## src/hw/rtl/ita_pkg.sv

```systemverilog
// Shared types, constants and a helper function for the integer-to-ASCII formatter.
package ita_pkg;

    localparam int NCELL   = 16;
    localparam int DIGIT_W = 4;
    localparam int BIN_W   = 32;
    localparam int VALUE_W = 64;
    localparam int CHAR_W  = 8;
    localparam int CNT_W   = 5;

    localparam logic [1:0] OP_SDEC = 2'd0;
    localparam logic [1:0] OP_UDEC = 2'd1;
    localparam logic [1:0] OP_HEXL = 2'd2;
    localparam logic [1:0] OP_HEXU = 2'd3;

    localparam logic [CHAR_W-1:0] CHAR_ZERO   = 8'h30;
    localparam logic [CHAR_W-1:0] CHAR_MINUS  = 8'h2d;
    localparam logic [CHAR_W-1:0] CHAR_LOWER  = 8'h57;
    localparam logic [CHAR_W-1:0] CHAR_UPPER  = 8'h37;

    localparam logic [CNT_W-1:0] STEP_LAST  = CNT_W'(BIN_W - 1);
    localparam logic [CNT_W-1:0] DIGITS_ALL = CNT_W'(NCELL);

    typedef enum logic [2:0] {
        ST_IDLE,
        ST_CONVERT,
        ST_SIGN,
        ST_SKIP,
        ST_EMIT
    } state_t;

    typedef logic [DIGIT_W-1:0] digit_t;

    typedef struct packed {
        logic load;
        logic dabble;
        logic shift;
    } cell_ctrl_t;

    function automatic logic [CHAR_W-1:0] digit_to_ascii(input digit_t d, input logic upper);
        logic [CHAR_W-1:0] wide;
        wide = {{(CHAR_W - DIGIT_W){1'b0}}, d};
        if (d < 4'd10)
        begin
            return CHAR_ZERO + wide;
        end
        else if (upper)
        begin
            return CHAR_UPPER + wide;
        end
        else
        begin
            return CHAR_LOWER + wide;
        end
    endfunction

endpackage

```

## src/hw/rtl/ita_if.sv

```systemverilog
// Valid/ready stream interfaces for the formatter's input items and output characters.
interface ita_in_if;
    import ita_pkg::*;
    logic               valid;
    logic               ready;
    logic [VALUE_W-1:0] value;
    logic [1:0]         opcode;

    modport source (output valid, output value, output opcode, input ready);
    modport sink (input valid, input value, input opcode, output ready);
endinterface

interface ita_out_if;
    import ita_pkg::*;
    logic              valid;
    logic              ready;
    logic [CHAR_W-1:0] char_out;
    logic              last;

    modport source (output valid, output char_out, output last, input ready);
    modport sink (input valid, input char_out, input last, output ready);
endinterface

```

## src/hw/rtl/integer_to_ascii_formatter.sv

```systemverilog
// Top level of the integer-to-ASCII formatter: control sequencer, digit cell row, output register.
//
// The item channel takes a 64-bit value and a 2-bit opcode (signed decimal, unsigned
// decimal on the low 32 bits, lower-case hex, upper-case hex). The chars channel
// returns the ASCII text of the value one character per transfer, most significant
// digit first, with no leading zeros and last set on the final character.
// The block works on one item at a time; item.ready is high only while it is idle.
// A decimal item goes through the double-dabble conversion in the row of 16 digit
// cells, the sign state if negative, then the skip phase, which shifts out leading
// zero cells, and then the emit phase, which sends one character per transfer.
// A hex item loads the cells directly and goes straight to the skip phase. The
// 16-cell shift row sets the skip and emit length.
// Characters sit in an output register; while the receiver holds chars.ready low the
// character stays there and the sequencer waits. The next item may be accepted the
// cycle after the final character has been loaded into the output register.
// Reset clears the sequencer and the output valid flag; the block is then idle.
module integer_to_ascii_formatter
    import ita_pkg::*;
(
    input  logic      clk,
    input  logic      rst_n,
    ita_in_if.sink    item,
    ita_out_if.source chars
);

    state_t state_reg;
    state_t state_next;

    logic [BIN_W-1:0]  mag_reg;
    logic [BIN_W-1:0]  mag_next;
    logic [CNT_W-1:0]  step_reg;
    logic [CNT_W-1:0]  step_next;
    logic [CNT_W-1:0]  rem_reg;
    logic [CNT_W-1:0]  rem_next;
    logic              neg_reg;
    logic              neg_next;
    logic              upper_reg;
    logic              upper_next;

    logic              out_valid_reg;
    logic              out_valid_next;
    logic [CHAR_W-1:0] out_char_reg;
    logic [CHAR_W-1:0] out_char_next;
    logic              out_last_reg;
    logic              out_last_next;

    cell_ctrl_t        ctrl;
    logic              out_free;
    logic              accept;
    logic [BIN_W-1:0]  low_word;
    logic              is_neg;

    digit_t            digits [NCELL];
    digit_t            load_digits [NCELL];
    logic              carry [NCELL+1];
    digit_t            top_digit;

    assign out_free   = !out_valid_reg || chars.ready;
    assign item.ready = (state_reg == ST_IDLE);
    assign accept     = item.valid && item.ready;
    assign low_word   = item.value[BIN_W-1:0];
    assign is_neg     = (item.opcode == OP_SDEC) && low_word[BIN_W-1];
    assign top_digit  = digits[NCELL-1];
    assign carry[0]   = mag_reg[BIN_W-1];

    genvar gi;
    generate
        for (gi = 0; gi < NCELL; gi++)
        begin : g_cell
            assign load_digits[gi] = item.opcode[1] ? item.value[gi*DIGIT_W +: DIGIT_W]
                                                    : '0;
            ita_cell u_cell (
                .clk        (clk),
                .ctrl       (ctrl),
                .load_digit (load_digits[gi]),
                .bit_in     (carry[gi]),
                .digit_in   ((gi == 0) ? digit_t'(0) : digits[(gi == 0) ? 0 : gi-1]),
                .bit_out    (carry[gi+1]),
                .digit      (digits[gi])
            );
        end
    endgenerate

    always_comb
    begin
        state_next     = state_reg;
        mag_next       = mag_reg;
        step_next      = step_reg;
        rem_next       = rem_reg;
        neg_next       = neg_reg;
        upper_next     = upper_reg;
        out_valid_next = out_valid_reg && !chars.ready;
        out_char_next  = out_char_reg;
        out_last_next  = out_last_reg;
        ctrl           = '0;

        unique case (state_reg)
            ST_IDLE:
            begin
                if (accept)
                begin
                    ctrl.load  = 1'b1;
                    neg_next   = is_neg;
                    upper_next = (item.opcode == OP_HEXU);
                    mag_next   = is_neg ? (BIN_W'(0) - low_word) : low_word;
                    step_next  = STEP_LAST;
                    rem_next   = DIGITS_ALL;
                    state_next = item.opcode[1] ? ST_SKIP : ST_CONVERT;
                end
            end
            ST_CONVERT:
            begin
                ctrl.dabble = 1'b1;
                mag_next    = {mag_reg[BIN_W-2:0], 1'b0};
                step_next   = step_reg - 1'b1;
                if (step_reg == '0)
                begin
                    state_next = neg_reg ? ST_SIGN : ST_SKIP;
                end
            end
            ST_SIGN:
            begin
                if (out_free)
                begin
                    out_valid_next = 1'b1;
                    out_char_next  = CHAR_MINUS;
                    out_last_next  = 1'b0;
                    state_next     = ST_SKIP;
                end
            end
            ST_SKIP:
            begin
                if ((top_digit == '0) && (rem_reg != CNT_W'(1)))
                begin
                    ctrl.shift = 1'b1;
                    rem_next   = rem_reg - 1'b1;
                end
                else
                begin
                    state_next = ST_EMIT;
                end
            end
            ST_EMIT:
            begin
                if (out_free)
                begin
                    ctrl.shift     = 1'b1;
                    out_valid_next = 1'b1;
                    out_char_next  = digit_to_ascii(top_digit, upper_reg);
                    out_last_next  = (rem_reg == CNT_W'(1));
                    rem_next       = rem_reg - 1'b1;
                    if (rem_reg == CNT_W'(1))
                    begin
                        state_next = ST_IDLE;
                    end
                end
            end
            default:
            begin
                state_next = ST_IDLE;
            end
        endcase
    end

    always_ff @(posedge clk or negedge rst_n)
    begin
        if (!rst_n)
        begin
            state_reg     <= ST_IDLE;
            out_valid_reg <= 1'b0;
        end
        else
        begin
            state_reg     <= state_next;
            out_valid_reg <= out_valid_next;
        end
    end

    always_ff @(posedge clk)
    begin
        mag_reg      <= mag_next;
        step_reg     <= step_next;
        rem_reg      <= rem_next;
        neg_reg      <= neg_next;
        upper_reg    <= upper_next;
        out_char_reg <= out_char_next;
        out_last_reg <= out_last_next;
    end

    assign chars.valid    = out_valid_reg;
    assign chars.char_out = out_char_reg;
    assign chars.last     = out_last_reg;

endmodule

```

## src/hw/rtl/ita_cell.sv

```systemverilog
// One digit cell: double-dabble step, parallel load and nibble shift toward its upper neighbor.
module ita_cell
    import ita_pkg::*;
(
    input  logic       clk,
    input  cell_ctrl_t ctrl,
    input  digit_t     load_digit,
    input  logic       bit_in,
    input  digit_t     digit_in,
    output logic       bit_out,
    output digit_t     digit
);

    digit_t digit_reg;
    digit_t digit_next;
    digit_t corr;

    always_comb
    begin
        corr = (digit_reg >= 4'd5) ? digit_reg + 4'd3 : digit_reg;
        digit_next = digit_reg;
        if (ctrl.load)
        begin
            digit_next = load_digit;
        end
        else if (ctrl.dabble)
        begin
            digit_next = {corr[DIGIT_W-2:0], bit_in};
        end
        else if (ctrl.shift)
        begin
            digit_next = digit_in;
        end
    end

    always_ff @(posedge clk)
    begin
        digit_reg <= digit_next;
    end

    assign bit_out = corr[DIGIT_W-1];
    assign digit   = digit_reg;

endmodule

```

## src/flat_wrapper.sv

```systemverilog
// flat-port wrapper written by rule: the top's interface ports become plain ports
module integer_to_ascii_formatter_flat import ita_pkg::*;
  (clk, rst_n, item_valid, item_value, item_opcode, item_ready, chars_valid, chars_char_out, chars_last, chars_ready);
  ita_in_if item_i ();
  ita_out_if chars_i ();
  input  logic clk;
  input  logic rst_n;
  input wire logic [$bits(item_i.valid)-1:0] item_valid;
  input wire logic [$bits(item_i.value)-1:0] item_value;
  input wire logic [$bits(item_i.opcode)-1:0] item_opcode;
  output wire logic [$bits(item_i.ready)-1:0] item_ready;
  output wire logic [$bits(chars_i.valid)-1:0] chars_valid;
  output wire logic [$bits(chars_i.char_out)-1:0] chars_char_out;
  output wire logic [$bits(chars_i.last)-1:0] chars_last;
  input wire logic [$bits(chars_i.ready)-1:0] chars_ready;
  assign item_i.valid = item_valid;
  assign item_i.value = item_value;
  assign item_i.opcode = item_opcode;
  assign item_ready = item_i.ready;
  assign chars_valid = chars_i.valid;
  assign chars_char_out = chars_i.char_out;
  assign chars_last = chars_i.last;
  assign chars_i.ready = chars_ready;
  integer_to_ascii_formatter u_core (.clk(clk), .rst_n(rst_n), .item(item_i), .chars(chars_i));
endmodule
```

## config.mk

```make
export PLATFORM = sky130hd
export DESIGN_NAME = integer_to_ascii_formatter_flat
export DESIGN_NICKNAME = d
export VERILOG_FILES = /design/src/hw/rtl/ita_pkg.sv /design/src/hw/rtl/ita_if.sv /design/src/hw/rtl/integer_to_ascii_formatter.sv /design/src/hw/rtl/ita_cell.sv /design/src/flat_wrapper.sv
export SDC_FILE = /design/constraint.sdc
export NUM_CORES = 1
export LEC_CHECK = 0
export BUFFER_PORTS_ARGS = -buffer_cell sky130_fd_sc_hd__buf_2
export CAP_MARGIN = 5
export CORE_MARGIN = 3
export CORE_UTILIZATION = 66
export CTS_CLUSTER_DIAMETER = 100
export DETAILED_ROUTE_END_ITERATION = 8
export PLACE_DENSITY = 0.95
export SYNTH_ARGS = -nofsm -noshare
export SYNTH_HDL_FRONTEND = slang
export SYNTH_HIERARCHICAL = 1
export SYNTH_SLANG_ARGS = --single-unit
```

## constraint.sdc

```tcl
create_clock -name clk -period 8.3 [get_ports clk]
set_input_delay 1.245 -clock clk [delete_from_list [all_inputs] [get_ports clk]]
set_output_delay 1.245 -clock clk [all_outputs]
set_load 0.01 [all_outputs]
```

==> summary.md <==
| Metric | Value |
|---|---|
| Status | complete, no violations |
| # rows | between 40 and 50 |
| Switch share | 0.3854 |
| Max-slew violation count | 0 |
| Final cell utilization of the core | 0.7750 |
| Share of layout cells above drive strength 1 | 0.1415 |
| GPL Wtd Cong | between 0.8 and 0.9 |
| Avg Cell Area, Syn | roughly 9 sq um |
| Area delta synth->final | 12.54% |
| Peak supply drop | ~0.27 mV |
| Sinks on Clock Net | 120 |
| Clk_lat worst skew | 420 ps |
| Initial antenna violation count | 0 |
| Ant diodes | 0 |
| Crit Path Class | reg2reg |
| Core area | about 13,000 sq um |
| Critical Path RT | between 8000 and 9000 ps |
| Drt initial violations | 860 |
| Worst reg2reg path depth | 6 |
| CTS tree | done |
| Final net count | between 1,000 and 1,500 |
| Clock network power share | 0.216 |
| Worst hold path endpoint | u_core/mag_reg[3]$_DFFE_PP_ |
| Endpoints failing hold | 0 |
| DR vias | about 7,500 |
| CTS Hold Buffers Added | 0 |
| Max Cap Violations | 0 |
| Top Ports | 81 |
| Largest net degree at the start of global routing | 119 |
| Crit end category | flop |
| All-Layer GR Usage | 0.2810 |
| CP Data Arrival Time | 4110 ps |
| Reg-to-Reg Start | u_core/state_reg[0]$_DFFE_PN0P_ |
| Leak | between 3 and 4 nW |
| Hold path cells | 2 |
| Crit Reg-Reg Endpoint | u_core/g_cell[14].u_cell/digit[1]$_DFFE_PP_ |
| Clock Skew | 9.157 ps |
| IO buf count | 79 |
| Vias in the first global route | 6,955 |
| Antenna Violating Nets Remaining | 0 |
| Setup bufs post-CTS | 0 |
| Via density | around 6.3 |
| RSZ-0062 raised after global routing | false |
| Grt total ovfl | 0 |
| P per Cell Area | 404.3 nW/um^2 |
| Clk root buf | clkbuf_16 |
| 1st-pass router iterations | 6 |
| Die H | 121.9 um |
| Clock buffer depth | 2 |
| Die ar. | between 10,000 and 15,000 sq um |
| TritonCTS Buffers | 17 |
| Net load switching power | around 0.0016 W |
| DP HPWL | 13.27 mm |
| CTS H-Tree Depth | 4 |
| First-pass GRT wire length | between 30 and 40 mm |
| Flop pwr share | 0.361 |
| Critical path launch point type | flop |
| Setup tns final | 0 ps |
| Synthesized cell area | a little under 9000 sq um |
| DRT Wirelength | 20.90 mm |
| Synth Warn # | 6 |
| Worst-path fanout max | 118 |
| Die X | 121.9 um |
| Slew @ Worst Pin | 1113 ps |
| Max_slew headroom | 0.2577 |
| Combinational power share | 0.423 |
| Internal | approximately 0.0025 W |
| Reg2reg setup slack | between 4000 and 5000 ps |
| Max Fclk | around 260 MHz |
| Cts repair resizes | 0 |
| Worst hold path class | reg2reg |
| Setup Viol. Count Final | 0 |
| Clock slew at reported path FFs | 50 ps |
| Largest register FFs | between 60 and 70 |
| DRC | 0 |
| Hold Startpoint | u_core/mag_reg[2]$_DFFE_PP_ |
| Final critical-path share of the clock period | 0.4618 |
| Initial Util | 0.6887 |
| Post-Syn Instances | roughly 960 |
| Minimum clock period | ~3800 ps |
| Post-DR wirelength/cell | ~18 um |
[how the worst max path moves through the flow]
stage / startpoint / end / slack [ps] / depth (start not counted)
after floorplan: item_valid / u_core/mag_reg[0]$_SDFFCE_PP0P_ / 5170 / 2
after global placement: item_opcode[1] / u_core/mag_reg[18]$_DFFE_PP_ / 4670 / 7
after detailed placement: item_opcode[1] / u_core/mag_reg[9]$_DFFE_PP_ / 4580 / 7
after CTS: u_core/state_reg[0]$_DFFE_PN0P_ / u_core/g_cell[14].u_cell/digit[1]$_DFFE_PP_ / 4530 / 6
after global routing: u_core/state_reg[0]$_DFFE_PN0P_ / u_core/g_cell[14].u_cell/digit[1]$_DFFE_PP_ / 4190 / 6
final: u_core/state_reg[0]$_DFFE_PN0P_ / u_core/g_cell[14].u_cell/digit[1]$_DFFE_PP_ / 4470 / 6
[routing by layer]
layer / share of wire / up-vias / GRT usage
met5: 0 / - / 0
met4: 0.018 / 0 / 0.1015
met3: 0.081 / 39 / 0.05757
met2: 0.50 / 363 / 0.4727
met1: 0.41 / 3525 / 0.3613
li1: - / 3554 / -
[critical path: stages, from the launching register on]
cell	delay (ps)
dfrtp_1	520
nor2b_1	330
nand2b_1	510
inv_4	710
buf_4	960
or4b_1	520
nand3_1	90
[power groups by stage]
stage / logic [W] / registers, W / clock network (W)
after global routing: 0.00191 / 0.00149 / 0.000904
after detailed placement: 0.00165 / 0.00145 / 0
after global placement: 0.00156 / 0.00143 / 0
after CTS: 0.00169 / 0.00145 / 0.000878
after floorplan: 0.00136 / 0.00135 / 0
final: 0.00171 / 0.00146 / 0.000871
[layout make-up]
class	count	area (sq um)
Timing Repair Buffer	82	417.9
Inverter	45	171.4
Fill cell	822	2897
Clock buffer	25	515.5
Sequential cell	120	3583
Tap cell	172	215.2
Multi-Input combinational cell	739	4891
Clock inverter	7	185.2
[stage by stage]
step	cells	hold slack, ps	area (sq um)	total power (W)	worst slack, ps
5_1_grt	1190	560.1	9980	0.004304	4193
2_1_floorplan	962	483.6	8882	0.002709	5172
3_3_place_gp	1158	501.8	9279	0.002991	4671
3_5_place_dp	1158	515.8	9279	0.003103	4576
4_1_cts	1190	533.0	9980	0.004013	4530
6_report	1190	535.4	9980	0.004035	4467
[layout by cell type (no fill, tap or decap), types with 3 or more instances in the layout]
master     count
a21oi_1       38
a21oi_2       16
a221o_1       16
a31oi_1        3
and2_1        66
buf_2         79
buf_4          3
bufinv_16      6
clkbuf_16     17
clkbuf_8       6
conb_1         5
dfrtp_1        4
edfxtp_1     116
ha_1          38
inv_1         44
mux2i_1       33
nand2_1      124
nand2b_1      22
nand3_1       17
nand4b_1      17
nor2_1        30
nor2b_1       19
nor3_1         5
nor3b_1       49
nor4_1         7
o21ai_0       92
o21ai_1        5
o22ai_1       16
o31ai_1        3
o41ai_1        5
o41ai_2        4
or2b_1        15
or3_1         18
or4b_1        16
xnor2_1       14
xor2_1        21
Power figures use the tool's default switching activity.
